$ cat config.mk
export PLATFORM = sky130hd
export DESIGN_NAME = wasm_module_stream_checker_core_flat
export DESIGN_NICKNAME = d
export VERILOG_FILES = /design/src/hdl/wmsc_pkg.sv /design/src/hdl/wmsc_stream_if.sv /design/src/hdl/wmsc_front.sv /design/src/hdl/wmsc_back.sv /design/src/hdl/wasm_module_stream_checker_core.sv /design/src/flat_wrapper.sv
export SDC_FILE = /design/constraint.sdc
export NUM_CORES = 1
export LEC_CHECK = 0
export BUFFER_PORTS_ARGS = -buffer_cell sky130_fd_sc_hd__buf_2
export CELL_PAD_IN_SITES_DETAIL_PLACEMENT = 2
export CELL_PAD_IN_SITES_GLOBAL_PLACEMENT = 2
export CORE_ASPECT_RATIO = 1.4
export CORE_MARGIN = 5
export CORE_UTILIZATION = 23
export DETAILED_ROUTE_END_ITERATION = 16
export GPL_ROUTABILITY_DRIVEN = 0
export PLACE_DENSITY = 0.54
export SYNTH_ARGS = -nofsm -noshare
export SYNTH_HDL_FRONTEND = slang
export SYNTH_SLANG_ARGS = --single-unit
$ cat constraint.sdc
create_clock -name clk -period 7.4 [get_ports clk]
set_input_delay 0.74 -clock clk [delete_from_list [all_inputs] [get_ports clk]]
set_output_delay 0.74 -clock clk [all_outputs]
set_load 0.02 [all_outputs]
$ cat src/hdl/wmsc_pkg.sv
// ----------------------------------------------------------------------------
// wmsc_pkg
// Shared types and constants for the module stream checker.
// ----------------------------------------------------------------------------
`default_nettype none
package wmsc_pkg;

  localparam int unsigned QueueDepth = 2;

  typedef struct packed {
    logic [7:0] data_byte;
    logic       last;
  } in_beat_t;

  typedef struct packed {
    logic [1:0]  status;
    logic [3:0]  error_code;
    logic [3:0]  section_id;
    logic [1:0]  import_event;
    logic [31:0] value_first;
    logic [31:0] value_second;
  } out_beat_t;

  localparam logic [3:0] ErrNone     = 4'd0;
  localparam logic [3:0] ErrEarlyEnd = 4'd1;
  localparam logic [3:0] ErrMagic    = 4'd2;
  localparam logic [3:0] ErrVersion  = 4'd3;
  localparam logic [3:0] ErrSecId    = 4'd4;
  localparam logic [3:0] ErrLeb      = 4'd5;
  localparam logic [3:0] ErrName     = 4'd6;
  localparam logic [3:0] ErrKind     = 4'd7;
  localparam logic [3:0] ErrMemtype  = 4'd8;
  localparam logic [3:0] ErrOverrun  = 4'd10;

  localparam logic [1:0] StParsing  = 2'd0;
  localparam logic [1:0] StAccepted = 2'd1;
  localparam logic [1:0] StError    = 2'd2;

  localparam logic [1:0] EvNone = 2'd0;
  localparam logic [1:0] EvFunc = 2'd1;
  localparam logic [1:0] EvMem  = 2'd2;

  localparam logic [7:0] SharedMemtype = 8'h03;
  localparam logic [7:0] KindFunc      = 8'h00;
  localparam logic [7:0] KindMem       = 8'h02;
  localparam logic [3:0] ImportSection = 4'd2;
  localparam logic [7:0] MaxSectionId  = 8'd12;

  function automatic logic [7:0] header_byte(input logic [2:0] idx);
    unique case (idx)
      3'd0: header_byte = 8'h00;
      3'd1: header_byte = 8'h61;
      3'd2: header_byte = 8'h73;
      3'd3: header_byte = 8'h6D;
      3'd4: header_byte = 8'h01;
      default: header_byte = 8'h00;
    endcase
  endfunction

endpackage
`default_nettype wire

$ cat src/hdl/wmsc_stream_if.sv
// ----------------------------------------------------------------------------
// wmsc_stream_if
// Valid/ready channel carrying one payload beat.
// ----------------------------------------------------------------------------
`default_nettype none
interface wmsc_stream_if #(
  parameter type payload_t = logic
);
  logic     valid;
  logic     ready;
  payload_t payload;

  modport source (output valid, output payload, input ready);
  modport sink (input valid, input payload, output ready);
endinterface
`default_nettype wire

$ cat src/hdl/wmsc_front.sv
// ----------------------------------------------------------------------------
// wmsc_front
// Input register and small queue; decouples byte intake from the parser.
// ----------------------------------------------------------------------------
`default_nettype none
module wmsc_front #(
  parameter int unsigned DEPTH = wmsc_pkg::QueueDepth
) (
  input  wire logic            clk,
  input  wire logic            rst,
  input  wire logic            in_valid,
  output logic                 in_ready,
  input  wire wmsc_pkg::in_beat_t in_beat,
  output logic                 q_valid,
  input  wire logic            q_ready,
  output wmsc_pkg::in_beat_t   q_beat
);
  import wmsc_pkg::*;

  localparam int unsigned AW = (DEPTH > 1) ? $clog2(DEPTH) : 1;

  in_beat_t        mem [DEPTH];
  logic [AW-1:0]   wr_ptr;
  logic [AW-1:0]   rd_ptr;
  logic [AW:0]     count;
  logic            push;
  logic            pop;

  assign in_ready = (count != (AW+1)'(DEPTH)) || pop;
  assign q_valid  = (count != '0);
  assign q_beat   = mem[rd_ptr];
  assign push     = in_valid && in_ready;
  assign pop      = q_valid && q_ready;

  always_ff @(posedge clk) begin
    if (push) begin
      mem[wr_ptr] <= in_beat;
    end
    if (rst) begin
      wr_ptr <= '0;
      rd_ptr <= '0;
      count  <= '0;
    end else begin
      if (push) begin
        wr_ptr <= (wr_ptr == AW'(DEPTH - 1)) ? '0 : wr_ptr + AW'(1);
      end
      if (pop) begin
        rd_ptr <= (rd_ptr == AW'(DEPTH - 1)) ? '0 : rd_ptr + AW'(1);
      end
      unique case ({push, pop})
        2'b10:   count <= count + (AW+1)'(1);
        2'b01:   count <= count - (AW+1)'(1);
        default: count <= count;
      endcase
    end
  end
endmodule
`default_nettype wire

$ cat src/hdl/wmsc_back.sv
// ----------------------------------------------------------------------------
// wmsc_back
// Byte parser: header, section framing, LEB128 and import entries.
// ----------------------------------------------------------------------------
`default_nettype none
module wmsc_back (
  input  wire logic             clk,
  input  wire logic             rst,
  input  wire logic             q_valid,
  output logic                  q_ready,
  input  wire wmsc_pkg::in_beat_t q_beat,
  output logic                  out_valid,
  input  wire logic             out_ready,
  output wmsc_pkg::out_beat_t   out_beat
);
  import wmsc_pkg::*;

  typedef enum logic [3:0] {
    PH_HEADER, PH_SEC_ID, PH_SEC_SIZE, PH_SKIP, PH_VEC, PH_MODLEN, PH_MODBYTES,
    PH_FLDLEN, PH_FLDBYTES, PH_KIND, PH_TYPEIDX, PH_MEMTYPE, PH_MEMMIN, PH_MEMMAX
  } phase_t;

  phase_t      phase, phase_next;
  logic [2:0]  hdr_cnt, hdr_cnt_next;
  logic [3:0]  cur_sec, cur_sec_next;
  logic [31:0] sec_left, sec_left_next;
  logic [31:0] leb_val, leb_val_next;
  logic [2:0]  leb_cnt, leb_cnt_next;
  logic [31:0] name_left, name_left_next;
  logic [31:0] imp_left, imp_left_next;
  logic [31:0] saved_min, saved_min_next;
  logic [3:0]  err, err_next;

  logic        fire;
  logic [7:0]  b;
  logic        leb_bad, leb_done;
  logic [31:0] leb_full;
  logic [2:0]  n;
  logic [1:0]  ev;
  logic [31:0] v1, v2;
  logic [1:0]  st;
  logic [31:0] dec_left;

  // output register doubles as skid: accept whenever it is empty or draining
  assign q_ready = !out_valid || out_ready;
  assign fire    = q_valid && q_ready;
  assign b       = q_beat.data_byte;

  // leb128 step; byte index saturates at four
  always_comb begin
    n        = (leb_cnt > 3'd4) ? 3'd4 : leb_cnt;
    leb_bad  = (n == 3'd4) && (b[7:4] != 4'd0);
    leb_full = leb_val | (32'(b[6:0]) << (5'(n) * 5'd7));
    leb_done = !b[7];
  end

  always_comb begin
    phase_next     = phase;
    hdr_cnt_next   = hdr_cnt;
    cur_sec_next   = cur_sec;
    sec_left_next  = sec_left;
    leb_val_next   = leb_val;
    leb_cnt_next   = leb_cnt;
    name_left_next = name_left;
    imp_left_next  = imp_left;
    saved_min_next = saved_min;
    err_next       = err;
    ev = EvNone;
    v1 = '0;
    v2 = '0;
    st = StParsing;
    dec_left  = (sec_left != '0) ? sec_left - 32'd1 : sec_left;

    if (err == ErrNone) begin
      unique case (phase)
        PH_HEADER: begin
          if (b != header_byte(hdr_cnt)) begin
            err_next = hdr_cnt[2] ? ErrVersion : ErrMagic;
          end else if (hdr_cnt == 3'd7) begin
            hdr_cnt_next = '0;
            phase_next   = PH_SEC_ID;
          end else begin
            hdr_cnt_next = hdr_cnt + 3'd1;
          end
        end
        PH_SEC_ID: begin
          if (b > MaxSectionId) begin
            err_next = ErrSecId;
          end else begin
            cur_sec_next = b[3:0];
            leb_val_next = '0;
            leb_cnt_next = '0;
            phase_next   = PH_SEC_SIZE;
          end
        end
        PH_SEC_SIZE: begin
          if (leb_bad) begin
            err_next = ErrLeb;
          end else if (leb_done) begin
            sec_left_next = leb_full;
            leb_val_next  = '0;
            leb_cnt_next  = '0;
            if (leb_full == '0) phase_next = PH_SEC_ID;
            else phase_next = (cur_sec == ImportSection) ? PH_VEC : PH_SKIP;
          end else begin
            leb_val_next = leb_full;
            leb_cnt_next = n + 3'd1;
          end
        end
        PH_SKIP: begin
          sec_left_next = dec_left;
          if (dec_left == '0) phase_next = PH_SEC_ID;
        end
        default: begin
          sec_left_next = dec_left;
          unique case (phase)
            PH_MODBYTES, PH_FLDBYTES: begin
              name_left_next = (name_left != '0) ? name_left - 32'd1 : name_left;
              if (name_left_next == '0) begin
                phase_next = (phase == PH_MODBYTES) ? PH_FLDLEN : PH_KIND;
              end
            end
            PH_KIND: begin
              leb_val_next = '0;
              leb_cnt_next = '0;
              if (b == KindFunc) phase_next = PH_TYPEIDX;
              else if (b == KindMem) phase_next = PH_MEMTYPE;
              else err_next = ErrKind;
            end
            PH_MEMTYPE: begin
              leb_val_next = '0;
              leb_cnt_next = '0;
              if (b == SharedMemtype) phase_next = PH_MEMMIN;
              else err_next = ErrMemtype;
            end
            default: begin
              if (leb_bad) begin
                err_next = ErrLeb;
              end else if (!leb_done) begin
                leb_val_next = leb_full;
                leb_cnt_next = n + 3'd1;
              end else begin
                leb_val_next = '0;
                leb_cnt_next = '0;
                unique case (phase)
                  PH_VEC: begin
                    imp_left_next = leb_full;
                    phase_next    = (leb_full != '0) ? PH_MODLEN : PH_VEC;
                  end
                  PH_MODLEN, PH_FLDLEN: begin
                    if (leb_full > dec_left) begin
                      err_next     = ErrName;
                      leb_val_next = leb_val;
                      leb_cnt_next = leb_cnt;
                    end else begin
                      name_left_next = leb_full;
                      if (leb_full != '0) begin
                        phase_next = (phase == PH_MODLEN) ? PH_MODBYTES : PH_FLDBYTES;
                      end else begin
                        phase_next = (phase == PH_MODLEN) ? PH_FLDLEN : PH_KIND;
                      end
                    end
                  end
                  PH_MEMMIN: begin
                    saved_min_next = leb_full;
                    phase_next     = PH_MEMMAX;
                  end
                  default: begin
                    // type index or memory maximum closes the entry
                    ev = (phase == PH_TYPEIDX) ? EvFunc : EvMem;
                    v1 = (phase == PH_TYPEIDX) ? leb_full : saved_min;
                    v2 = (phase == PH_TYPEIDX) ? '0 : leb_full;
                    imp_left_next = (imp_left != '0) ? imp_left - 32'd1 : imp_left;
                    phase_next = (imp_left_next != '0) ? PH_MODLEN : PH_VEC;
                  end
                endcase
              end
            end
          endcase
          // section ran out inside the import vector
          if (err_next == ErrNone && dec_left == '0) begin
            if (phase_next == PH_VEC && leb_cnt_next == '0) phase_next = PH_SEC_ID;
            else if (phase_next == PH_KIND) err_next = ErrKind;
            else if (phase_next == PH_MEMTYPE) err_next = ErrMemtype;
            else if (phase_next == PH_MODBYTES || phase_next == PH_FLDBYTES)
              err_next = ErrName;
            else err_next = ErrLeb;
          end
        end
      endcase
    end

    if (err_next != ErrNone) begin
      st = StError;
    end else if (q_beat.last) begin
      if (phase_next == PH_SEC_ID) begin
        st = StAccepted;
      end else begin
        err_next = (phase_next == PH_HEADER || phase_next == PH_SEC_SIZE) ?
                   ErrEarlyEnd : ErrOverrun;
        st = StError;
      end
    end
  end

  always_ff @(posedge clk) begin
    if (fire) begin
      out_beat.status       <= st;
      out_beat.error_code   <= err_next;
      out_beat.section_id   <= cur_sec_next;
      out_beat.import_event <= ev;
      out_beat.value_first  <= v1;
      out_beat.value_second <= v2;
    end
    if (rst || (fire && q_beat.last)) begin
      phase     <= PH_HEADER;
      hdr_cnt   <= '0;
      cur_sec   <= '0;
      sec_left  <= '0;
      leb_val   <= '0;
      leb_cnt   <= '0;
      name_left <= '0;
      imp_left  <= '0;
      saved_min <= '0;
      err       <= ErrNone;
    end else if (fire) begin
      phase     <= phase_next;
      hdr_cnt   <= hdr_cnt_next;
      cur_sec   <= cur_sec_next;
      sec_left  <= sec_left_next;
      leb_val   <= leb_val_next;
      leb_cnt   <= leb_cnt_next;
      name_left <= name_left_next;
      imp_left  <= imp_left_next;
      saved_min <= saved_min_next;
      err       <= err_next;
    end
    if (rst) begin
      out_valid <= 1'b0;
    end else if (fire) begin
      out_valid <= 1'b1;
    end else if (out_ready) begin
      out_valid <= 1'b0;
    end
  end
endmodule
`default_nettype wire

$ cat src/hdl/wasm_module_stream_checker_core.sv
// ----------------------------------------------------------------------------
// wasm_module_stream_checker_core
// Byte-stream checker for module images: header, sections and imports.
// ----------------------------------------------------------------------------
// path: an accepted byte beat is stored in the queue, then parsed into the registered result beat
// throughput: one byte beat per cycle while out_ready is not holding the output, set by the parser step
// reset: synchronous rst clears queue, parser state and output valid
// the parser also returns to its reset state after each beat marked last
`default_nettype none
module wasm_module_stream_checker_core #(
  parameter int unsigned QUEUE_DEPTH = wmsc_pkg::QueueDepth
) (
  input wire logic clk,
  input wire logic rst,
  wmsc_stream_if.sink   in_ch,
  wmsc_stream_if.source out_ch
);
  import wmsc_pkg::*;

  logic     q_valid;
  logic     q_ready;
  in_beat_t q_beat;

  wmsc_front #(.DEPTH(QUEUE_DEPTH)) u_front (
    .clk      (clk),
    .rst      (rst),
    .in_valid (in_ch.valid),
    .in_ready (in_ch.ready),
    .in_beat  (in_ch.payload),
    .q_valid  (q_valid),
    .q_ready  (q_ready),
    .q_beat   (q_beat)
  );

  wmsc_back u_back (
    .clk       (clk),
    .rst       (rst),
    .q_valid   (q_valid),
    .q_ready   (q_ready),
    .q_beat    (q_beat),
    .out_valid (out_ch.valid),
    .out_ready (out_ch.ready),
    .out_beat  (out_ch.payload)
  );
endmodule
`default_nettype wire

$ cat src/flat_wrapper.sv
// flat-port wrapper written by rule: the top's interface ports become plain ports
module wasm_module_stream_checker_core_flat import wmsc_pkg::*;
#(
  parameter int unsigned QUEUE_DEPTH = wmsc_pkg::QueueDepth
)
  (clk, rst, in_ch_valid, in_ch_payload, in_ch_ready, out_ch_valid, out_ch_payload, out_ch_ready);
  wmsc_stream_if #(.payload_t(in_beat_t)) in_ch_i ();
  wmsc_stream_if #(.payload_t(out_beat_t)) out_ch_i ();
  input wire logic clk;
  input wire logic rst;
  input wire logic [$bits(in_ch_i.valid)-1:0] in_ch_valid;
  input wire logic [$bits(in_ch_i.payload)-1:0] in_ch_payload;
  output wire logic [$bits(in_ch_i.ready)-1:0] in_ch_ready;
  output wire logic [$bits(out_ch_i.valid)-1:0] out_ch_valid;
  output wire logic [$bits(out_ch_i.payload)-1:0] out_ch_payload;
  input wire logic [$bits(out_ch_i.ready)-1:0] out_ch_ready;
  assign in_ch_i.valid = in_ch_valid;
  assign in_ch_i.payload = in_ch_payload;
  assign in_ch_ready = in_ch_i.ready;
  assign out_ch_valid = out_ch_i.valid;
  assign out_ch_payload = out_ch_i.payload;
  assign out_ch_i.ready = out_ch_ready;
  wasm_module_stream_checker_core #(.QUEUE_DEPTH(QUEUE_DEPTH)) u_core (.clk(clk), .rst(rst), .in_ch(in_ch_i), .out_ch(out_ch_i));
endmodule
[Yosys cells after proc, flatten, opt, wreduce, memory -nomap -nowiden]
Memories as Yosys holds them, arrays and structs flattened. A register that Yosys moved wholly into a read port is not among the register bits.
Cells that the tools add are included.
Word-level totals
  memories: 1
  bits in registers: 259
  word-level logic and storage cells: 246
  ROM bits: 0
  latch bits: 0
  output and inout port bits: 78
  bits in writable memories: 18
Operators by class
  magnitude comparators: 3
  shifts and indexed selects: 1
  divide/modulo/power cells: 0
  reductions and logical operators: 50
  add/subtract/negate cells: 9
  multipliers: 1
  equality and inequality tests: 41
  bitwise gates (word level): 12
  mux-type cells: 107
Memory list
  u_core.u_front.mem: words 2, width 9, rd ports 1, clocked after memory_dff 1, wr ports 1, RTL line wmsc_front.sv:22  | in_beat_t mem [DEPTH];
Operators with widths (count)
  $mux W32: 17
  $pmux W32 S2: 4
  $mux W4: 46
  $reduce_bool A32 Y1: 5
  $logic_not A32 Y1: 3
  $pmux W32 S3: 1
  $sub A32 B1 Y32 const B: 3
  $mux W3: 13
  $pmux W4 S3: 3
  $eq A4 B4 Y1 const B: 8
  $gt A32 B32 Y1: 1
  $or A32 B32 Y32: 1
  $pmux W4 S4: 2
  $shl A7 B5 Y32: 1
  $pmux W7 S4: 1
  $eq A4 B3 Y1 const B: 6
  $eq A4 B2 Y1 const B: 4
  $eq A8 B2 Y1 const B: 2
  $logic_not A4 Y1: 4
  $mux W8: 2
  $reduce_and A8 Y1: 2
  $reduce_or A16 Y1: 1
  $reduce_or A15 Y1: 1
  $reduce_and A7 Y1: 2
  37 further kinds: 91

[Longest topological paths before layout]
Gate-level depths: netlist of run 1.
  depth after elaboration: 26
  gate-level depth with buffers: 30
  gate-level depth less buffers: 26

[Modules after synthesis]
From an unflattened synthesis of run 1, not the netlist that was laid out.
Second synthesis, totals
  cell total of the unflattened synthesis: 2177
  area total of the unflattened synthesis: 17392.9 sq um
Modules (own cells, without submodules)
  wmsc_back: cells an instance 2121, area each 16499.6 sq um, instances 1, seq. area each 5865.6 sq um
  wmsc_front: cells an instance 56, area each 893.4 sq um, instances 1, seq. area each 640.6 sq um

[Worst setup path after synthesis of run 1]
OpenSTA, ideal clock, no wires.
  path kind: register to register
  start: register u_core.u_back.leb_cnt[2]
  end: register u_core.u_back.out_beat[70] (netlist bit) (data pin)
  setup time: 0.260 ns
  cell stages (with the launch flop): 27
  setup slack: 0.531 ns
  data required time: 7.140 ns
  period minus slack after synthesis: 6.869 ns
  data arrival time: 6.608 ns
  cells stage by stage: dfxtp_1 > buf_6 > nor2b_2 > buf_4 > inv_2 > buf_2 > ha_1 > ha_1 > or2_2 > fa_1 > xnor2_1 > clkbuf_1 > nor2_1 > a221oi_1 > inv_1 > ha_1 > nand4_1 > nor3_1 > nand3_1 > a21boi_0 > nand2b_1 > a2111oi_0 > nor4b_1 > o22ai_1 > a311o_1 > o311a_1 > a41o_1
Between the ends
  cells in the longest elaborated chain, start to end: 26
  elaborated cells on any way between the ends: 68
  classes of those cells: 1 x add/sub; 1 x mul; 2 x order compare; 8 x eq/ne; 1 x shift; 43 x mux; 1 x bitwise; 11 x reduce/logical
Ends and longest elaborated chain
  start: declaration: RTL line wmsc_back.sv:28  | logic [2:0] leb_cnt, leb_cnt_next;
  start signal: assignment: RTL line wmsc_back.sv:232  | leb_cnt <= leb_cnt_next;
  $gt A3 B3 Y1: RTL line wmsc_back.sv:51  | n = (leb_cnt > 3'd4) ? 3'd4 : leb_cnt;
  $mux W3 *: RTL line wmsc_back.sv:51
  $mul A3 B3 Y5 *: RTL line wmsc_back.sv:53  | leb_full = leb_val | (32'(b[6:0]) << (5'(n) * 5'd7));
  $shl A7 B5 Y32 *: RTL line wmsc_back.sv:53
  $or A32 B32 Y32 *: RTL line wmsc_back.sv:53
  named net u_core.u_back.leb_full[31]: RTL line wmsc_back.sv:37  | logic [31:0] leb_full;
  branches (longest 20 deep; another with $gt A32 B32 Y1)
  $mux W4 *: RTL line wmsc_back.sv:193  | if (err_next != ErrNone) begin
  named net u_core.u_back.err_next[0]: RTL line wmsc_back.sv:32  | logic [3:0] err, err_next;
  end: declaration: RTL line wmsc_back.sv:14  | output wmsc_pkg::out_beat_t out_beat
Mark *: on every way through the listed nets, which the timed path passes. The select of a mux whose other input is x is not followed.
A chain may end at the register's enable or synchronous reset.

[Worst setup path after layout of run 1]
  start: register u_core.u_back.leb_cnt[2]
  end: register u_core.u_back.err[1]
Between the ends
  cells in the longest elaborated chain, start to end: 26
  elaborated cells on any way between the ends: 68
  classes of those cells: 1 x add/sub; 1 x mul; 2 x order compare; 8 x eq/ne; 1 x shift; 43 x mux; 1 x bitwise; 11 x reduce/logical
Ends and longest elaborated chain
  $gt A3 B3 Y1: RTL line wmsc_back.sv:51
  $mux W3 *: RTL line wmsc_back.sv:51
  $mul A3 B3 Y5 *: RTL line wmsc_back.sv:53
  $shl A7 B5 Y32 *: RTL line wmsc_back.sv:53
  $or A32 B32 Y32 *: RTL line wmsc_back.sv:53
  named net u_core.u_back.leb_full[28]: RTL line wmsc_back.sv:37
  branches (longest 20 deep; another with $gt A32 B32 Y1)
  $mux W4 *: RTL line wmsc_back.sv:193
  named net u_core.u_back.err_next[1]: RTL line wmsc_back.sv:32
  end signal: assignment: RTL line wmsc_back.sv:225  | err <= ErrNone;
  end signal: assignment: RTL line wmsc_back.sv:236  | err <= err_next;
  end: declaration: RTL line wmsc_back.sv:32
Marked as above.

==> qor.csv, run 1 <==
metric,value,unit
status,finished clean,
grt_max_degree,97,
core_area,0.07504,mm^2
synth_nets,2224,
clock_skew,22.01,ps
wl_met1,34.17,mm
rrSetupSlack,390,ps
start_util,0.2308,
hold_path_depth,1,
synth_flop_cell,dfxtp_1,
drt_iter0_markers,880,
syn_avg_cell_area,8.011,um^2
synthCells,2162,
endpoint_kind,flip-flop,
criticalPathCategory,reg2reg,
rr_startpoint,u_core.u_back.leb_cnt[2],
slew_headroom,0.2111,
clock_latency,590,ps
finalHoldViolCount,0,
finalCritPeriodShare,0.9469,
grt_antenna_before_repair,2,
r2r_cells,25,
ys_seq_area_frac,0.3756,
clock_sinks,278,
min_path_type,in2reg,
switching_share,0.5176,
die_area,0.08097,mm^2
io_pins,91,
internal-power,5.177,mW
p_comb_frac,0.636,
highest_layer,met5,
drt-wirelength-per-cell,25.90,um
crit_start,u_core.u_back.leb_cnt[2],
cp_max_fo,15,
p_switching,5.555,mW
p_seq_frac,0.188,
fin_nets,2283,
place.detailed.hpwl,60.81,mm
drc,0,
gr-total-overflow,0,
clockPowerShare,0.176,
cts_setup_buffers,0,
rsz0062_at_grt,false,
drtPass1Iterations,5,
regArea,0.006506,mm^2
grt_pass1_vias,18630,
vias,17470,
wl_met2,43.26,mm
drt_wl_total,83.41,mm
yosysUniqueCellTypes,98,
yosysWarnings,0,
rows,119,
multi_input_area,0.01009,mm^2
fin_setup_tns,0,ps
io_buffers,90,
async_reset_ff_frac,0,
area_growth_syn_to_layout,17.65,%
clock.fmax,142.7,MHz
ys_seq_elements,278,
path_clk_slew,70,ps
setup_viol,0,
cp.arrival,7530,ps
clk_path_buf_depth,3,
grt_usage,0.1979,
die_x,241.9,um
nFillCells,8679,
wl_met3,2.461,mm
r2r-end,u_core.u_back.err[1],
slew_violations,0,
numCtsBuffers,37,
timing.max_cap.violations,0,
period_minus_slack,7007,ps
netlist.area_leader.share,0.2127,
worstPathRequired,7920,ps
p_per_area,526.7,mW/mm^2
netlist_top_cells_area,"dfxtp_1 21%, edfxtp_1 16%, nor2_1 6.1%",
die_h,334.7,um
drtAntennaViolNets,0,
netlist_area,0.01732,mm^2
htree_levels,2,
critPathCapture,u_core.u_back.err[1],
cts_root_buffer,clkbuf_16,
ctsHoldBuffers,0,
synth_area_leader_cell,dfxtp_1,
worst_slew_pin_slew,1183,ps
utilization,0.2715,
drive_above_1_share,0.1397,
hold_ws,339.6,ps
peakVddDrop,0.2176,mV
cts_tree,yes,
start_kind,flip-flop,
synth_edf_count,94,
avgViaCountPerCell,5.426,
grt_pass1_wl,123.5,mm
p_leak,7.523,nW
[through the flow]
step	power (mW)	instances	cell area, um^2	setup slack, ps
after CTS	10.83	3216	20320	187.7
after global placement	8.654	3150	19080	449.6
after global routing	11.43	3216	20370	32.22
after detailed placement	8.868	3150	19080	245.6
after floorplan	6.355	2162	17320	531.4
final	10.73	3220	20380	393.2
[final cells by class]
cell class / instances / area share
Antenna cell: 4 / 0.0004912
Clock buffer: 47 / 0.04875
Clock inverter: 19 / 0.01234
Inverter: 60 / 0.01105
Multi-Input combinational cell: 1672 / 0.4951
Sequential cell: 278 / 0.3193
Tap cell: 968 / 0.05944
Timing Repair Buffer: 172 / 0.05354
[critical path, cell delays in order (launching register included)]
cell,delay [ps]
dfxtp_1,360
nor2b_2,160
inv_2,50
ha_1,310
ha_1,200
or2_2,310
fa_1,530
buf_4,210
or4b_2,650
mux2i_1,300
a21oi_1,210
inv_1,210
ha_1,180
nand4_1,90
nor3_1,380
o221ai_1,260
a21boi_1,330
nand2b_1,230
o221ai_1,310
a21oi_1,300
a21boi_0,290
a311o_1,240
o311a_1,260
o211ai_4,130
o31ai_4,280
o211a_1,180
[Yosys cell counts (38+ instances only)]
cell      number
nor3_1       118
dfxtp_1      184
nor2_1       281
nor4_1        38
a21oi_1      186
o21ai_0      165
inv_1         56
ha_1          48
nand3_1       50
edfxtp_1      94
clkbuf_1     132
a211oi_1      59
nand2_1      205
[cell families after synthesis]
| family | synth area share |
|---|---|
| muxes | 0.02449 |
| xor gates and xnor gates | 0.02167 |
| DFF | 0.3756 |
| AOI/OAI and AO/OA | 0.2358 |
| buffers and inverters | 0.04797 |
| and+or+nand+nor | 0.2586 |
| adders and majority gates | 0.03583 |
[power groups by stage]
stage	combinational (mW)	clock (mW)	sequential, mW
after global routing	7.37	2.01	2.04
after detailed placement	6.81	0	2.06
final	6.83	1.89	2.02
after floorplan	4.17	0	2.19
after CTS	6.85	1.95	2.03
after global placement	6.61	0	2.05
[worst min path at each step]
stage,start,endpoint,slack [ps]
6_report,in_ch_payload[2],u_core.u_front.mem[0][2],340
3_5_place_dp,u_core.u_back.name_left[25],u_core.u_back.name_left[25],450
2_1_floorplan,u_core.u_back.name_left[25],u_core.u_back.name_left[25],430
4_1_cts,in_ch_payload[2],u_core.u_front.mem[0][2],310
3_3_place_gp,u_core.u_back.name_left[25],u_core.u_back.name_left[25],440
5_1_grt,in_ch_payload[2],u_core.u_front.mem[0][2],310
[flip-flops by register name (all words and copies together), names as in the netlist, 4 cells and up, named ones only]
name	count
u_core.u_back.leb_val	32
u_core.u_back.saved_min	32
u_core.u_back.out_beat	76
u_core.u_back.name_left	32
u_core.u_back.err	4
u_core.u_back.phase	4
u_core.u_back.sec_left	32
u_core.u_back.imp_left	32
u_core.u_back.cur_sec	4
u_core.u_front.mem	18
[placed cells by master, fill, tap and decap left out, types with 13 or more instances in the layout]
cell type  synthesis  final
a22oi_1           27     27
or4_1             25     25
a211oi_1          59     59
and3_1            14     14
edfxtp_1          94     94
nand3_1           50     50
ha_1              48     48
o21ai_0          165    165
or3_1             33     33
nor2_1           281    278
clkbuf_16          0     37
mux2i_1           24     24
nor3_1           118    115
xor2_1            13     13
o211ai_1          26     26
a221oi_1          19     17
nand2_1          205    205
o22ai_1           18     18
inv_1             56     56
nor2b_1           13     13
dfxtp_1          184    184
nand4_1           33     33
a21oi_1          186    184
a31oi_1           14     13
nand2b_1          17     17
buf_4              1     80
buf_2              7     90
xnor2_1           28     27
nor4_1            38     36
[layer usage]
metal	vias to the layer above	GRT usage
met2	288	0.3709
li1	8138	-
met5	-	0
met4	2	0.07652
met1	8905	0.2277
met3	138	0.02687
[repair_timing]
action / in CTS / in global routing
endpoints found under the setup margin: 0 / 8
resized for setup: 0 / 9
hold endpoints to repair: 0 / 0
Power figures use the tool's default switching activity.
==> run 2: changes to the inputs <==
Settings changed: CTS_BUF_LIST from default to sky130_fd_sc_hd__clkbuf_2 sky130_fd_sc_hd__clkbuf_4 sky130_fd_sc_hd__clkbuf_8.
==> run 2 against run 1 <==
Effect of this change: clock-buffer cell count rose by 27; core utilization down 0.14 points; cell area down 0.51%; worst setup slack improved by 9.7 ps; sequential cell count stayed put; sequential power is essentially flat; maximum frequency increased by 0.14%; register-to-register slack is essentially flat; non-clock buffer count is the same; first-iteration DRC count decreased by 10%; global-route usage shrank 0.066 points; worst hold slack lost 86 ps.
==> qor.csv, run 2 (same netlist as run 1, synthesis figures left out) <==
metric,value,unit,change
largest_reg_flops,76,,unchanged
grt_pass1_vias,18740,,was 18630
worst_slew_pin_slew,1170,ps,was 1183 ps
die_area,0.08097,mm^2,unchanged
clock_latency,700,ps,was 590 ps
status,finished clean,,unchanged
hold_ws,253.3,ps,was 339.6 ps
switching_share,0.5242,,was 0.5176
p_leak,7.527,nW,was 7.523 nW
finalPower,10.54,mW,was 10.73 mW
area_growth_syn_to_layout,17.05,%,was 17.65%
rsz0062_at_grt,false,,unchanged
die_h,334.7,um,unchanged
peakVddDrop,0.2150,mV,was 0.2176 mV
setup_viol,0,,unchanged
grt_pass1_wl,123.3,mm,was 123.5 mm
fin_nets,2298,,was 2283
rows,119,,unchanged
path_clk_slew,60,ps,was 70 ps
fin_cells,3248,,was 3220
worstPathRequired,7990,ps,was 7920 ps
p_seq_frac,0.192,,was 0.188
core_area,0.07504,mm^2,unchanged
start_util,0.2308,,unchanged
timing.max_cap.violations,0,,unchanged
period_minus_slack,6997,ps,was 7007 ps
largest-register,u_core.u_back.out_beat,,unchanged
start_kind,flip-flop,,unchanged
numCtsBuffers,52,,was 37
cts_setup_buffers,0,,unchanged
htree_levels,2,,unchanged
drtAntennaViolNets,0,,unchanged
min_path_type,in2reg,,unchanged
internal-power,5.013,mW,was 5.177 mW
gr-total-overflow,0,,unchanged
finalCritPeriodShare,0.9456,,was 0.9469
cp_max_fo,15,,unchanged
grt_max_degree,97,,unchanged
io_buffers,90,,unchanged
fin_setup_tns,0,ps,unchanged
cts_tree,yes,,unchanged
cts_root_buffer,clkbuf_8,,was clkbuf_16
layout_common_cells,"278 x nor2_1, 205 x nand2_1, 184 x a21oi_1, 184 x dfxtp_1, 165 x o21ai_0",,unchanged
endpoint_kind,flip-flop,,unchanged
place_inst,3150,,unchanged
clock.fmax,142.9,MHz,was 142.7 MHz
p_comb_frac,0.646,,was 0.636
criticalPathCategory,reg2reg,,unchanged
cp.arrival,7590,ps,was 7530 ps
die_x,241.9,um,unchanged
grt_usage,0.1972,,was 0.1979
slew_headroom,0.2197,,was 0.2111
drive_above_1_share,0.1523,,was 0.1397
slew_violations,0,,unchanged
drt_wl_total,83.26,mm,was 83.41 mm
io_pins,91,,unchanged
clock_sinks,278,,unchanged
drt-wirelength-per-cell,25.64,um,was 25.90 um
grt_antenna_before_repair,2,,unchanged
p_switching,5.523,mW,was 5.555 mW
drc,0,,unchanged
layout_commonest_cell,nor2_1,,unchanged
clk_path_buf_depth,3,,unchanged
clock_skew,65.98,ps,was 22.01 ps
finalHoldViolCount,0,,unchanged
drtPass1Iterations,5,,unchanged
clockPowerShare,0.162,,was 0.176
drt_iter0_markers,788,,was 880
place.detailed.hpwl,60.81,mm,unchanged
p_per_area,519.7,mW/mm^2,was 526.7 mW/mm^2
vias,17480,,was 17470
avgViaCountPerCell,5.383,,was 5.426
run 2: cell count changes in the layout (fill, tap and decap cells not counted), moves of 2 or more:
cell | previous run | this run
diode_2 | 4 | 2
clkbuf_8 | 3 | 62
a221oi_1 | 17 | 19
a221oi_2 | 4 | 2
clkbuf_1 | 7 | 0
clkbuf_4 | 0 | 12
clkinv_2 | 5 | 10
clkbuf_16 | 37 | 0
run 2: through the flow:
step | utilization | instance area (um^2) | setup WS, ps
3_3_place_gp | 0.2542 | 19080 | 449.6
3_5_place_dp | 0.2542 | 19080 | 245.6
6_report | 0.2702 | 20270 | 402.9
2_1_floorplan | - | 17320 | 531.4
5_1_grt | 0.2701 | 20270 | 22.19
4_1_cts | 0.2697 | 20240 | 173.9
run 2: cell type report:
class | count | area [um^2]
Antenna cell | 2 | 5.005
Fill cell | 8734 | 54770
Timing Repair Buffer | 172 | 1091
Multi-Input combinational cell | 1672 | 10070
Tap cell | 968 | 1211
Sequential cell | 278 | 6506
Clock inverter | 22 | 220.2
Clock buffer | 74 | 943.4
Inverter | 60 | 225.2
run 2: worst paths after layout:
check	from	end	slack, ps	cells after the start
max	u_core.u_back.leb_cnt[2]	u_core.u_back.err[1]	400	25
min	in_ch_payload[4]	u_core.u_front.mem[0][4]	250	1
max reg2reg	u_core.u_back.leb_cnt[2]	u_core.u_back.err[1]	400	25
min reg2reg	u_core.u_back.name_left[25]	u_core.u_back.name_left[25]	460	2
run 2: power by group through the flow:
stage	clock network (mW)	registers [mW]	logic, mW
2_1_floorplan	0	2.19	4.17
3_3_place_gp	0	2.05	6.61
3_5_place_dp	0	2.06	6.81
4_1_cts	1.79	2.03	6.84
5_1_grt	1.85	2.04	7.36
6_report	1.71	2.02	6.81
run 2: layer usage:
layer	routed length (um)	GRT usage	vias to the layer above
li1	-	-	8160
met4	3442	0.07591	0
met1	34020	0.2258	8872
met5	0	0	-
met2	43330	0.3720	306
met3	2473	0.02583	145
run 2: critical path, stage by stage, from the launching register on:
cell      delay, ps
dfxtp_1         360
nor2b_2         160
inv_2            50
ha_1            310
ha_1            200
or2_2           310
fa_1            530
buf_4           210
or4b_2          650
mux2i_1         300
a21oi_1         210
inv_1           200
ha_1            180
nand4_1          90
nor3_1          380
o221ai_1        260
a21boi_1        340
nand2b_1        230
o221ai_1        310
a21oi_1         300
a21boi_0        290
a311o_1         250
o311a_1         260
o211ai_4        130
o31ai_4         260
o211a_1         170
run 2: timing repair:
action | 4_1_cts | 5_1_grt
resized for setup | 0 | 6
endpoints found under the setup margin | 0 | 8
hold buffers | 0 | 0
==> run 3: changes to the inputs <==
Settings changed: CORE_UTILIZATION 23 to 35, PLACE_DENSITY 0.54 to 0.77.
==> run 3 against run 2 <==
Effect of this change: first-iteration DRC count up 40%; non-clock buffer count decreased by 8; maximum frequency increased by 0.99%; via count up 3.0%; die area shrank 33%; critical path type unchanged.
==> qor.csv, run 3 (same netlist as run 1, synthesis figures left out) <==
metric,value,unit,change
grt_antenna_before_repair,2,,unchanged
grt_max_degree,86,,was 97
drt_wl_total,77.15,mm,was 83.26 mm
min_from,in_ch_payload[1],,was in_ch_payload[4]
nFillCells,5644,,was 8734
fin_nets,2287,,was 2298
grt_use_met1,0.3115,,was 0.2258
gr-usage-met3,0.03989,,was 0.02583
finalHoldViolCount,0,,unchanged
ctsHoldBuffers,0,,unchanged
vias,18000,,was 17480
criticalPathCategory,reg2reg,,unchanged
r2r_cells,25,,unchanged
die_h,273.2,um,was 334.7 um
avgViaCountPerCell,6.201,,was 5.383
drtAntennaViolNets,0,,unchanged
drt_iter0_markers,1107,,was 788
core_area,0.04901,mm^2,was 0.07504 mm^2
worst_slew_pin_slew,1149,ps,was 1170 ps
start_util,0.3534,,was 0.2308
layout_commonest_cell,nor2_1,,unchanged
rsz0062_at_grt,false,,unchanged
area_growth_syn_to_layout,13.95,%,was 17.05%
busiest_layer,met2,,unchanged
post-place-ws,34.55,ps,was 245.6 ps
layout_common_cells,"277 x nor2_1, 205 x nand2_1, 184 x dfxtp_1",,"was 278 x nor2_1, 205 x nand2_1, 184 x a21oi_1, 184 x dfxtp_1, 165 x o21ai_0"
final_area,0.01974,mm^2,was 0.02027 mm^2
start_kind,flip-flop,,unchanged
clock.fmax,144.3,MHz,was 142.9 MHz
peakVddDrop,0.6157,mV,was 0.2150 mV
timing.max_cap.violations,0,,unchanged
slew_violations,0,,unchanged
rows,96,,was 119
clock_skew,29.27,ps,was 65.98 ps
grt_usage,0.2765,,was 0.1972
largest-register,u_core.u_back.out_beat,,unchanged
fin_setup_tns,0,ps,unchanged
io_pins,91,,unchanged
placed_cell_area,0.01856,mm^2,was 0.01908 mm^2
htree_levels,2,,unchanged
setup_viol,0,,unchanged
fin_cells,2903,,was 3248
io_buffers,90,,unchanged
min_path_type,in2reg,,unchanged
slew_headroom,0.2338,,was 0.2197
numCtsBuffers,49,,was 52
die_x,198.0,um,was 241.9 um
gr-total-overflow,0,,unchanged
status,finished clean,,unchanged
p_leak,7.441,nW,was 7.527 nW
drt-wirelength-per-cell,26.58,um,was 25.64 um
grt_pass1_vias,19440,,was 18740
r2r-end,u_core.u_back.out_beat[70],,was u_core.u_back.err[1]
grt_pass1_wl,117.2,mm,was 123.3 mm
setup_ws,471.6,ps,was 402.9 ps
finalCritPeriodShare,0.9363,,was 0.9456
clk_path_buf_depth,3,,unchanged
place_inst,2808,,was 3150
period_minus_slack,6928,ps,was 6997 ps
worstPathRequired,7790,ps,was 7990 ps
clock_latency,670,ps,was 700 ps
hold_path_depth,1,,unchanged
drc,0,,unchanged
place.detailed.hpwl,55.60,mm,was 60.81 mm
cts_root_buffer,clkbuf_8,,unchanged
cts_tree,yes,,unchanged
die_area,0.05410,mm^2,was 0.08097 mm^2
clock_sinks,278,,unchanged
drtPass1Iterations,5,,unchanged
rrSetupSlack,470,ps,was 400 ps
cp.arrival,7320,ps,was 7590 ps
drive_above_1_share,0.1510,,was 0.1523
path_clk_slew,60,ps,about the same
rr_startpoint,u_core.u_back.leb_cnt[2],,unchanged
endpoint_kind,flip-flop,,unchanged
p_per_area,525.2,mW/mm^2,was 519.7 mW/mm^2
cp_max_fo,16,,was 15
grtUsageMet2,0.4958,,was 0.3720
largest_reg_flops,76,,unchanged
min_to,u_core.u_front.mem[0][1],,was u_core.u_front.mem[0][4]
run 3: cell types whose count changed in the layout (fill, tap and decap cells not counted), sizes merged:
cell	before	now
buf	172	164
clkbuf	74	76
diode	2	1
clkinvlp	0	1
clkinv	18	12
bufinv	3	1
run 3: worst max-delay path by stage:
| stage | end | depth (start not counted) | slack [ps] | startpoint |
|---|---|---|---|---|
| finish | u_core.u_back.out_beat[70] | 25 | 470 | u_core.u_back.leb_cnt[2] |
| global route | u_core.u_back.out_beat[71] | 25 | 60 | u_core.u_back.leb_cnt[2] |
| CTS | u_core.u_back.err[1] | 25 | 100 | u_core.u_back.leb_cnt[2] |
| detailed placement | u_core.u_back.err[1] | 25 | 30 | u_core.u_back.leb_cnt[2] |
| global placement | u_core.u_back.out_beat[71] | 25 | 460 | u_core.u_back.leb_cnt[2] |
| floorplan | u_core.u_back.out_beat[70] | 26 | 530 | u_core.u_back.leb_cnt[2] |
run 3: power by group:
group          switching [mW]  internal (mW)  total, mW  leakage [nW]
Combinational            4.58           2.19       6.77          4.48
Sequential              0.165           1.87       2.03          2.40
Clock                   0.719          0.847       1.57         0.559
Total                    5.46           4.91       10.4          7.44
run 3: routing by layer:
layer / up-vias / share of wire
met4: 0 / 0.066
met1: 9101 / 0.38
met3: 246 / 0.046
li1: 8124 / -
met2: 530 / 0.51
met5: - / 0
run 3: critical path, stage by stage, from the launching register on:
cell and delay (ps):
dfxtp_1 350, buf_4 260, nand2b_1 170, ha_1 250
ha_1 320, ha_1 220, fa_2 540, buf_4 210
nor2b_1 100, nand3_1 120, a31oi_1 170, a221oi_1 460
inv_1 260, ha_1 360, nand4_1 150, nor4_4 280
nand3_1 170, a21boi_1 210, nand2b_1 270, a2111oi_2 370
nor4b_2 270, buf_4 190, nor2b_1 170, a31oi_1 140
o311a_1 380, a41o_1 280
run 3: final cells by class:
type                            count  area (um^2)  area share
Clock inverter                     15        123.9    0.006276
Inverter                           60        225.2     0.01141
Clock buffer                       76        933.4     0.04729
Tap cell                          637        797.0     0.04038
Antenna cell                        1        2.502   0.0001268
Sequential cell                   278         6506      0.3297
Multi-Input combinational cell   1672        10140      0.5139
Timing Repair Buffer              164         1006     0.05097
run 3: stage by stage:
stage | hold WS (ps) | utilization | power [mW]
2_1_floorplan | 426.4 | - | 6.355
3_3_place_gp | 443.0 | 0.3788 | 8.297
3_5_place_dp | 452.8 | 0.3788 | 8.591
4_1_cts | 236.6 | 0.4005 | 10.24
5_1_grt | 239.4 | 0.4027 | 10.96
6_report | 271.2 | 0.4027 | 10.37
run 3: timing repair:
action / 4_1_cts / 5_1_grt
pin swaps: 0 / 1
buffers inserted: 0 / 3
resized for setup: 1 / 16
endpoints found under the setup margin: 1 / 8
